**src/sv/hsvrgb_pkg.sv**
```systemverilog
// ----------------------------------------------------------------------------
// hsvrgb_pkg
// Shared widths, constants and types of the HSV to RGB colour converter.
// ----------------------------------------------------------------------------
package hsvrgb_pkg;

   localparam int unsigned HUE_W             = 15;
   localparam int unsigned SV_W              = 17;
   localparam int unsigned CH_W              = 8;
   localparam int unsigned PACK_W            = 24;

   localparam int unsigned FRAC_BITS_DEF     = 16;
   localparam int unsigned HUE_FRAC_BITS_DEF = 6;

   localparam int unsigned SEXT_DEG          = 60;
   localparam int unsigned TURN_DEG          = 360;
   localparam int unsigned NUM_SEXT          = 6;
   localparam int unsigned CH_MAX            = 255;

   typedef enum logic [2:0] {
      SEXT_0 = 3'd0,
      SEXT_1 = 3'd1,
      SEXT_2 = 3'd2,
      SEXT_3 = 3'd3,
      SEXT_4 = 3'd4,
      SEXT_5 = 3'd5
   } sextant_type;

   typedef struct packed {
      logic load_prod;
      logic load_frac;
   } div_ctl_type;

endpackage

```
**src/sv/hsvrgb_if.sv**
```systemverilog
// ----------------------------------------------------------------------------
// hsvrgb_req_if / hsvrgb_rsp_if
// Valid/ready channels carrying one HSV pixel in and one RGB pixel out.
// ----------------------------------------------------------------------------
interface hsvrgb_req_if;
   logic                           valid;
   logic                           ready;
   logic [hsvrgb_pkg::HUE_W-1:0]   hue;
   logic [hsvrgb_pkg::SV_W-1:0]    saturation;
   logic [hsvrgb_pkg::SV_W-1:0]    brightness;

   modport source (output valid, hue, saturation, brightness, input ready);
   modport sink   (input valid, hue, saturation, brightness, output ready);
endinterface

interface hsvrgb_rsp_if;
   logic                           valid;
   logic                           ready;
   logic [hsvrgb_pkg::CH_W-1:0]    red;
   logic [hsvrgb_pkg::CH_W-1:0]    green;
   logic [hsvrgb_pkg::CH_W-1:0]    blue;
   logic [hsvrgb_pkg::PACK_W-1:0]  packed_color;
   logic                           range_error;

   modport source (output valid, red, green, blue, packed_color, range_error,
                   input ready);
   modport sink   (input valid, red, green, blue, packed_color, range_error,
                   output ready);
endinterface

```
**src/sv/hsv_to_rgb_converter_top.sv**
```systemverilog
// ----------------------------------------------------------------------------
// hsv_to_rgb_converter_top: HSV to RGB pixel converter, seven register stages
// Throughput: one transaction per clock unless rsp_bus back-pressure stalls
// the pipeline; no multiplier is shared between stages.
// Reset clears all stage valid bits; pipeline payload registers are not reset.
// ----------------------------------------------------------------------------
module hsv_to_rgb_converter_top #(
   parameter int unsigned FRAC_BITS     = hsvrgb_pkg::FRAC_BITS_DEF,
   parameter int unsigned HUE_FRAC_BITS = hsvrgb_pkg::HUE_FRAC_BITS_DEF
) (
   input  logic          clock,
   input  logic          reset,
   hsvrgb_req_if.sink    req_bus,
   hsvrgb_rsp_if.source  rsp_bus
);
   import hsvrgb_pkg::*;

   localparam int unsigned NUM_STG    = 7;
   localparam int unsigned SEXT_UNITS = SEXT_DEG << HUE_FRAC_BITS;
   localparam int unsigned REM_W      = $clog2(SEXT_UNITS);
   localparam int unsigned ONE_W      = FRAC_BITS + 1;
   localparam int unsigned SF_W       = SV_W + FRAC_BITS;
   localparam int unsigned SC_W       = SV_W + FRAC_BITS + 1;
   localparam int unsigned LP_W       = SV_W + FRAC_BITS + 1;
   localparam int unsigned LVL_W      = 2 * FRAC_BITS + 1;
   localparam int unsigned CW         = LVL_W + CH_W;

   localparam logic [31:0]      ONE_C   = 32'd1 << FRAC_BITS;
   localparam logic [31:0]      SEXT_C  = 32'(SEXT_UNITS);
   localparam logic [31:0]      TURN_C  = 32'(TURN_DEG) << HUE_FRAC_BITS;
   localparam logic [ONE_W-1:0] ONE_L   = ONE_W'(1) << FRAC_BITS;
   localparam logic [SC_W-1:0]  HALF_C  = SC_W'(1) << (FRAC_BITS - 1);
   localparam logic [CW-1:0]    HALF2_C = CW'(1) << (2 * FRAC_BITS - 1);

   logic [NUM_STG-1:0] vld_ff;
   logic [NUM_STG-1:0] vld_in;
   logic [NUM_STG-1:0] rdy;

   // side-band carried along the stages
   sextant_type        sext_ff [0:5];
   logic               err_ff  [0:5];
   logic [SV_W-1:0]    s_ff    [0:2];
   logic [SV_W-1:0]    v_ff    [0:4];

   logic [31:0]        hue_wrap;
   logic [31:0]        hue_base;
   sextant_type        sext_in;
   logic               err_in;
   logic [REM_W-1:0]   rem_in;
   logic [REM_W-1:0]   rem_ff;

   div_ctl_type        div_ctl;
   logic [FRAC_BITS-1:0] frac;

   logic [SF_W-1:0]    sf_ff;
   logic [SC_W-1:0]    sc_ff;
   logic [ONE_W-1:0]   ap_in;
   logic [ONE_W-1:0]   ap_ff;

   logic [SC_W-1:0]    sum_q;
   logic [SC_W-1:0]    sum_t;
   logic [ONE_W-1:0]   aq_in;
   logic [ONE_W-1:0]   at_in;
   logic [ONE_W-1:0]   aq_ff;
   logic [ONE_W-1:0]   at_ff;
   logic [ONE_W-1:0]   ap2_ff;

   logic [LVL_W-1:0]   lp_ff;
   logic [LVL_W-1:0]   lq_ff;
   logic [LVL_W-1:0]   lt_ff;
   logic [LVL_W-1:0]   lv_ff;

   logic [LVL_W-1:0]   lvl_sel [0:2];
   logic [CW-1:0]      ch_wide [0:2];
   logic [CH_W-1:0]    ch_in   [0:2];

   logic [CH_W-1:0]    red_ff;
   logic [CH_W-1:0]    green_ff;
   logic [CH_W-1:0]    blue_ff;
   logic               range_error_ff;

   // per-stage handshake: a stage loads when empty or when its successor loads
   always_comb begin
      rdy[NUM_STG-1] = !vld_ff[NUM_STG-1] || rsp_bus.ready;
      for (int i = NUM_STG - 2; i >= 0; i--) begin
         rdy[i] = !vld_ff[i] || rdy[i+1];
      end
      vld_in[0] = rdy[0] ? req_bus.valid : vld_ff[0];
      for (int i = 1; i < NUM_STG; i++) begin
         vld_in[i] = rdy[i] ? vld_ff[i-1] : vld_ff[i];
      end
   end

   always_ff @(posedge clock) begin
      if (reset) begin
         vld_ff <= '0;
      end else begin
         vld_ff <= vld_in;
      end
   end

   assign req_bus.ready = rdy[0];

   // stage 0: range check, hue wrap, sextant and remainder
   always_comb begin
      err_in = (32'(req_bus.saturation) > ONE_C) || (32'(req_bus.brightness) > ONE_C)
               || (32'(req_bus.hue) > TURN_C);
      hue_wrap = (32'(req_bus.hue) == TURN_C) ? 32'd0 : 32'(req_bus.hue);
      sext_in  = SEXT_0;
      hue_base = 32'd0;
      for (int k = 1; k < NUM_SEXT; k++) begin
         if (hue_wrap >= 32'(k) * SEXT_C) begin
            sext_in  = sextant_type'(3'(k));
            hue_base = 32'(k) * SEXT_C;
         end
      end
      rem_in = REM_W'(hue_wrap - hue_base);
   end

   always_ff @(posedge clock) begin
      if (rdy[0]) begin
         sext_ff[0] <= sext_in;
         err_ff[0]  <= err_in;
         s_ff[0]    <= req_bus.saturation;
         v_ff[0]    <= req_bus.brightness;
         rem_ff     <= rem_in;
      end
      for (int i = 1; i < 6; i++) begin
         if (rdy[i]) begin
            sext_ff[i] <= sext_ff[i-1];
            err_ff[i]  <= err_ff[i-1];
         end
      end
      for (int i = 1; i < 3; i++) begin
         if (rdy[i]) begin
            s_ff[i] <= s_ff[i-1];
         end
      end
      for (int i = 1; i < 5; i++) begin
         if (rdy[i]) begin
            v_ff[i] <= v_ff[i-1];
         end
      end
   end

   // stages 1 and 2: hue fraction
   assign div_ctl.load_prod = rdy[1];
   assign div_ctl.load_frac = rdy[2];

   hsvrgb_frac_div #(
      .FRAC_BITS     (FRAC_BITS),
      .HUE_FRAC_BITS (HUE_FRAC_BITS)
   ) u_frac_div (
      .clock (clock),
      .ctl   (div_ctl),
      .rem   (rem_ff),
      .frac  (frac)
   );

   // stage 3: s*f, s*(1-f) and 1-s
   assign ap_in = ONE_L - ONE_W'(s_ff[2]);

   always_ff @(posedge clock) begin
      if (rdy[3]) begin
         sf_ff <= SF_W'(s_ff[2]) * SF_W'(frac);
         sc_ff <= SC_W'(s_ff[2]) * SC_W'(ONE_L - ONE_W'(frac));
         ap_ff <= ap_in;
      end
   end

   // stage 4: round the products and form the (1 - x) factors
   always_comb begin
      sum_q = SC_W'(sf_ff) + HALF_C;
      sum_t = sc_ff + HALF_C;
      aq_in = ONE_L - ONE_W'(sum_q >> FRAC_BITS);
      at_in = ONE_L - ONE_W'(sum_t >> FRAC_BITS);
   end

   always_ff @(posedge clock) begin
      if (rdy[4]) begin
         aq_ff  <= aq_in;
         at_ff  <= at_in;
         ap2_ff <= ap_ff;
      end
   end

   // stage 5: levels p, q, t and v at twice the fraction bits
   always_ff @(posedge clock) begin
      if (rdy[5]) begin
         lp_ff <= LVL_W'(LP_W'(v_ff[4]) * LP_W'(ap2_ff));
         lq_ff <= LVL_W'(LP_W'(v_ff[4]) * LP_W'(aq_ff));
         lt_ff <= LVL_W'(LP_W'(v_ff[4]) * LP_W'(at_ff));
         lv_ff <= LVL_W'(v_ff[4]) << FRAC_BITS;
      end
   end

   // stage 6: sextant mapping, scale by 255, round half up, zero on range error
   always_comb begin
      unique case (sext_ff[5])
         SEXT_0: begin
            lvl_sel[0] = lv_ff; lvl_sel[1] = lt_ff; lvl_sel[2] = lp_ff;
         end
         SEXT_1: begin
            lvl_sel[0] = lq_ff; lvl_sel[1] = lv_ff; lvl_sel[2] = lp_ff;
         end
         SEXT_2: begin
            lvl_sel[0] = lp_ff; lvl_sel[1] = lv_ff; lvl_sel[2] = lt_ff;
         end
         SEXT_3: begin
            lvl_sel[0] = lp_ff; lvl_sel[1] = lq_ff; lvl_sel[2] = lv_ff;
         end
         SEXT_4: begin
            lvl_sel[0] = lt_ff; lvl_sel[1] = lp_ff; lvl_sel[2] = lv_ff;
         end
         SEXT_5: begin
            lvl_sel[0] = lv_ff; lvl_sel[1] = lp_ff; lvl_sel[2] = lq_ff;
         end
         default: begin
            lvl_sel[0] = lv_ff; lvl_sel[1] = lp_ff; lvl_sel[2] = lq_ff;
         end
      endcase
      for (int c = 0; c < 3; c++) begin
         ch_wide[c] = CW'(lvl_sel[c]) * CW'(CH_MAX) + HALF2_C;
         ch_in[c]   = ch_wide[c][2*FRAC_BITS +: CH_W];
      end
   end

   always_ff @(posedge clock) begin
      if (rdy[6]) begin
         red_ff         <= err_ff[5] ? '0 : ch_in[0];
         green_ff       <= err_ff[5] ? '0 : ch_in[1];
         blue_ff        <= err_ff[5] ? '0 : ch_in[2];
         range_error_ff <= err_ff[5];
      end
   end

   assign rsp_bus.valid        = vld_ff[NUM_STG-1];
   assign rsp_bus.red          = red_ff;
   assign rsp_bus.green        = green_ff;
   assign rsp_bus.blue         = blue_ff;
   assign rsp_bus.packed_color = {red_ff, green_ff, blue_ff};
   assign rsp_bus.range_error  = range_error_ff;

endmodule

```
**src/sv/hsvrgb_frac_div.sv**
```systemverilog
// ----------------------------------------------------------------------------
// hsvrgb_frac_div
// Two-stage constant divider: frac = floor(rem * 2^FRAC_BITS / sextant width),
// by reciprocal multiply followed by a single compare-and-correct step.
// ----------------------------------------------------------------------------
module hsvrgb_frac_div #(
   parameter int unsigned FRAC_BITS     = hsvrgb_pkg::FRAC_BITS_DEF,
   parameter int unsigned HUE_FRAC_BITS = hsvrgb_pkg::HUE_FRAC_BITS_DEF
) (
   input  logic                                                        clock,
   input  hsvrgb_pkg::div_ctl_type                                     ctl,
   input  logic [$clog2(hsvrgb_pkg::SEXT_DEG << HUE_FRAC_BITS)-1:0]    rem,
   output logic [FRAC_BITS-1:0]                                        frac
);
   import hsvrgb_pkg::*;

   localparam int unsigned SEXT_UNITS = SEXT_DEG << HUE_FRAC_BITS;
   localparam int unsigned REM_W      = $clog2(SEXT_UNITS);
   localparam int unsigned NW         = REM_W + FRAC_BITS;
   // sextant width is never a power of two, so the reciprocal fits FRAC_BITS+1 bits
   localparam int unsigned M_W        = FRAC_BITS + 1;
   localparam int unsigned PRD_W      = NW + M_W;
   localparam logic [M_W-1:0] RECIP   = M_W'((64'd1 << NW) / 64'(SEXT_UNITS));
   localparam logic [NW-1:0]  DIV_C   = NW'(SEXT_UNITS);

   logic [NW-1:0]        num;
   logic [NW-1:0]        num_ff;
   logic [PRD_W-1:0]     prod_ff;
   logic [FRAC_BITS-1:0] quot;
   logic [NW-1:0]        resid;
   logic [FRAC_BITS-1:0] frac_ff;

   assign num = NW'(rem) << FRAC_BITS;

   always_ff @(posedge clock) begin
      if (ctl.load_prod) begin
         prod_ff <= PRD_W'(num) * PRD_W'(RECIP);
         num_ff  <= num;
      end
   end

   // estimate is exact or one short
   always_comb begin
      quot  = prod_ff[NW +: FRAC_BITS];
      resid = num_ff - (NW'(quot) * DIV_C);
   end

   always_ff @(posedge clock) begin
      if (ctl.load_frac) begin
         frac_ff <= quot + FRAC_BITS'(resid >= DIV_C);
      end
   end

   assign frac = frac_ff;

endmodule

```
**src/flat_wrapper.sv**
```systemverilog
// flat-port wrapper written by rule: the top's interface ports become plain ports
module hsv_to_rgb_converter_top_flat import hsvrgb_pkg::*;
#(
   parameter int unsigned FRAC_BITS     = hsvrgb_pkg::FRAC_BITS_DEF,
   parameter int unsigned HUE_FRAC_BITS = hsvrgb_pkg::HUE_FRAC_BITS_DEF
)
  (clock, reset, req_bus_valid, req_bus_hue, req_bus_saturation, req_bus_brightness, req_bus_ready, rsp_bus_valid, rsp_bus_red, rsp_bus_green, rsp_bus_blue, rsp_bus_packed_color, rsp_bus_range_error, rsp_bus_ready);
  hsvrgb_req_if req_bus_i ();
  hsvrgb_rsp_if rsp_bus_i ();
  input  logic clock;
  input  logic reset;
  input wire logic [$bits(req_bus_i.valid)-1:0] req_bus_valid;
  input wire logic [$bits(req_bus_i.hue)-1:0] req_bus_hue;
  input wire logic [$bits(req_bus_i.saturation)-1:0] req_bus_saturation;
  input wire logic [$bits(req_bus_i.brightness)-1:0] req_bus_brightness;
  output wire logic [$bits(req_bus_i.ready)-1:0] req_bus_ready;
  output wire logic [$bits(rsp_bus_i.valid)-1:0] rsp_bus_valid;
  output wire logic [$bits(rsp_bus_i.red)-1:0] rsp_bus_red;
  output wire logic [$bits(rsp_bus_i.green)-1:0] rsp_bus_green;
  output wire logic [$bits(rsp_bus_i.blue)-1:0] rsp_bus_blue;
  output wire logic [$bits(rsp_bus_i.packed_color)-1:0] rsp_bus_packed_color;
  output wire logic [$bits(rsp_bus_i.range_error)-1:0] rsp_bus_range_error;
  input wire logic [$bits(rsp_bus_i.ready)-1:0] rsp_bus_ready;
  assign req_bus_i.valid = req_bus_valid;
  assign req_bus_i.hue = req_bus_hue;
  assign req_bus_i.saturation = req_bus_saturation;
  assign req_bus_i.brightness = req_bus_brightness;
  assign req_bus_ready = req_bus_i.ready;
  assign rsp_bus_valid = rsp_bus_i.valid;
  assign rsp_bus_red = rsp_bus_i.red;
  assign rsp_bus_green = rsp_bus_i.green;
  assign rsp_bus_blue = rsp_bus_i.blue;
  assign rsp_bus_packed_color = rsp_bus_i.packed_color;
  assign rsp_bus_range_error = rsp_bus_i.range_error;
  assign rsp_bus_i.ready = rsp_bus_ready;
  hsv_to_rgb_converter_top #(.FRAC_BITS(FRAC_BITS), .HUE_FRAC_BITS(HUE_FRAC_BITS)) u_core (.clock(clock), .reset(reset), .req_bus(req_bus_i), .rsp_bus(rsp_bus_i));
endmodule
```
**config.mk**
```make
export PLATFORM = sky130hd
export DESIGN_NAME = hsv_to_rgb_converter_top_flat
export DESIGN_NICKNAME = d
export VERILOG_FILES = /design/src/sv/hsvrgb_pkg.sv /design/src/sv/hsvrgb_if.sv /design/src/sv/hsv_to_rgb_converter_top.sv /design/src/sv/hsvrgb_frac_div.sv /design/src/flat_wrapper.sv
export SDC_FILE = /design/constraint.sdc
export NUM_CORES = 2
export LEC_CHECK = 0
export BUFFER_PORTS_ARGS = -buffer_cell sky130_fd_sc_hd__clkbuf_2
export CAP_MARGIN = 5
export CELL_PAD_IN_SITES_DETAIL_PLACEMENT = 0
export CELL_PAD_IN_SITES_GLOBAL_PLACEMENT = 1
export CORE_UTILIZATION = 57
export DETAILED_ROUTE_END_ITERATION = 16
export PLACE_DENSITY = 0.95
export SLEW_MARGIN = 20
export SYNTH_ARGS = -nofsm -noshare
export SYNTH_HDL_FRONTEND = slang
export SYNTH_HIERARCHICAL = 1
export SYNTH_SLANG_ARGS = --single-unit
```
**constraint.sdc**
```tcl
create_clock -name clock -period 23.8 [get_ports clock]
set_input_delay 1.19 -clock clock [delete_from_list [all_inputs] [get_ports clock]]
set_output_delay 1.19 -clock clock [all_outputs]
set_load 0.05 [all_outputs]
```
==> flow_summary.json <==
{
  "status": "completed",
  "holdCritPathClass": "reg2reg",
  "post_synth.cell_area_avg_um2": 9.59,
  "cp_data_required_time_ns": 24.23,
  "fmax_ghz": 0.119,
  "cpPeakStageDelay_ns": 0.66,
  "synthArstFlopShare": 0,
  "initialDrtViolationCount": 3721,
  "overflow": 0,
  "critical_path.max_fanout": 18,
  "critPathTopFamily": "adder cells",
  "num_vias": 59663,
  "syn_area_um2": 86400,
  "rsz0062_at_grt": "no",
  "die_y_um": 391,
  "ctsResizeCount": 0,
  "synth_cell_types": 100,
  "synth.net_count": 11534,
  "arrival_ns": 8.81,
  "ant_nets": 0,
  "instances_no_fill": 10929,
  "dp_cells": 10824,
  "synth_edf_count": 461,
  "cts_hold_buf": 0,
  "finalSetupViolCount": 0,
  "path_common_cell": "fa_1",
  "wl_mm": 202,
  "clk-insertion-delay-late_ns": 0.69,
  "hold_violations": 0,
  "whs_path_depth": 0,
  "cts_made_buffers": 55,
  "grt_max_degree": 71,
  "grt_pass1_wl_mm": 336,
  "tns_ns": 0,
  "area_growth_pct": 4.68,
  "r2r_cells": 28,
  "clk_pin_slew_ns": 0.07,
  "r2r_start": "u_core/u_frac_div/frac[1]",
  "critPathSlowestCell": "edfxtp_1",
  "wl_per_cell_um": 18.5,
  "crit_type": "reg2reg",
  "startpoint_type": "flip-flop",
  "critPathBufInv": 3,
  "synth_ff_type": "edfxtp_1",
  "n_antenna_cell": 0,
  "cts_setup_buffers": 0,
  "clock_skew_ns": 0.0767,
  "fin_crit_ns": 8.38,
  "synthCells": 9007,
  "placementRows": 142,
  "finalMaxSlewViolations": 0,
  "dieArea_um2": 153000,
  "layout_common_cells": "inv_1, fa_1, nand2_1",
  "synth_seq_cells": 468,
  "io_buffers": 103,
  "worst_hold_slack_ns": 0.412,
  "gp_congestion": 0.924,
  "fin_crit_sh": 0.352,
  "placeableCoreArea_um2": 150000,
  "cts.htree.levels": 2,
  "pin_count": 104,
  "cp-end-kind": "flip-flop",
  "layout_commonest_cell": "inv_1",
  "cts-root-buf": "clkbuf_16",
  "drive_gt1_frac": 0.0402,
  "nFillCells": 12324,
  "die_w_um": 391,
  "synth-seq-area-share": 0.162,
  "detailed_place_hpwl_mm": 161,
  "r2r_setup_slack_ns": 15.42,
  "max_slew_margin": 0.198,
  "routed_via_density": 5.46,
  "cts_sinks": 468,
  "yosysWarnings": 6,
  "drt-pass1-iter-count": 7,
  "drcViolationCount": 0,
  "cts_tree": "yes",
  "hold_start": "u_core/ap_ff[15]",
  "max_cap_violations": 0,
  "initial_core_util": 0.575,
  "whs_endpoint": "u_core/ap2_ff[15]",
  "fin_nets": 11393,
  "reg2reg_to": "u_core/sc_ff[31]",
  "grt_pass1_vias": 65632,
  "antenna_found_initial": 1,
  "tightest_slew_ns": 1.17,
  "clk_path_buf_depth": 3,
  "track_usage": 0.276,
  "post-route-util": 0.602
}
[worst max path at each step]
stage / start / to / slack [ns] / depth (start not counted)
2_1_floorplan: u_core/u_frac_div/frac[1] / u_core/sc_ff[31] / 15.84 / 30
3_3_place_gp: u_core/u_frac_div/frac[1] / u_core/sc_ff[31] / 15.55 / 28
3_5_place_dp: u_core/u_frac_div/frac[1] / u_core/sc_ff[31] / 15.46 / 28
4_1_cts: u_core/u_frac_div/frac[1] / u_core/sc_ff[31] / 15.41 / 28
5_1_grt: u_core/u_frac_div/frac[1] / u_core/sc_ff[31] / 14.93 / 28
6_report: u_core/u_frac_div/frac[1] / u_core/sc_ff[31] / 15.42 / 28
[synth_stat cells (all sizes together), types with 15 or more instances]
library cell  number  share of area
nor2             242          0.011
xor2              85         0.0086
nand2b            35         0.0025
inv             2346           0.10
clkbuf           334          0.015
a21oi            194          0.011
nor2b             35         0.0025
o21a              38         0.0033
xnor2            186          0.019
a31oi             23         0.0017
or2               33         0.0024
and3              34         0.0025
nor3              61         0.0036
ha               877           0.13
a211oi            18         0.0017
o31ai             15         0.0014
fa              1597           0.37
o21ai            142         0.0083
o211ai            17         0.0015
mux2i             41         0.0048
buf               51         0.0034
nand2           1004          0.044
a211o             23         0.0023
nor4              22         0.0018
nand3             75         0.0043
a21o             106         0.0092
and2             586          0.042
a22oi             74         0.0064
edfxtp           461           0.16
nand4             33         0.0026
a221o             22         0.0026
o211a             17         0.0020
o21bai            20         0.0017
[cells by family (layout without fill, tap and decap cells)]
| logic type | Yosys count | after routing | synth area share |
|---|---|---|---|
| adder cells (fa/ha/maj) | 2474 | 2474 | 0.497 |
| XOR/XNOR | 271 | 271 | 0.0276 |
| buffers and inverters | 2731 | 2637 | 0.120 |
| AO/OA/AOI/OAI | 810 | 810 | 0.0647 |
| multiplexers | 43 | 43 | 0.00501 |
| flip-flops | 468 | 468 | 0.162 |
| AND/OR/NAND/NOR | 2210 | 2210 | 0.124 |
[routing by layer]
metal	GRT usage	routed length (um)	vias up
met4	0.119	9860	2
met3	0.0319	11800	450
met5	0	13	-
li1	-	-	27110
met2	0.479	99600	1899
met1	0.349	80700	30202
[sequential cells by signal, summed over array words and instances (netlist names), 20 cells and up]
| signal | cells |
|---|---|
| u_core/lt_ff | 33 |
| u_core/lp_ff | 33 |
| u_core/s_ff | 51 |
| u_core/v_ff | 85 |
| u_core/lq_ff | 33 |
| u_core/u_frac_div/prod_ff | 20 |
[through the flow]
stage	instance area, um^2	setup WS [ns]
after floorplan	86400	15.84
after global placement	88500	15.55
after detailed placement	88500	15.46
after CTS	90400	15.41
after global routing	90400	14.93
final	90400	15.42
[cell type report]
cell class	count	area, um^2	share of cell area
multi-input combinational	5808	62100	0.687
inverter	2346	8810	0.0974
clock inverter	47	470	0.00520
sequential	468	14000	0.155
clock buffer	57	1380	0.0153
timing repair buffer	187	1150	0.0127
tap	2016	2520	0.0279
Power is not shown: default switching activity piles up to over one toggle a cycle in this logic, so the estimate is an artifact.
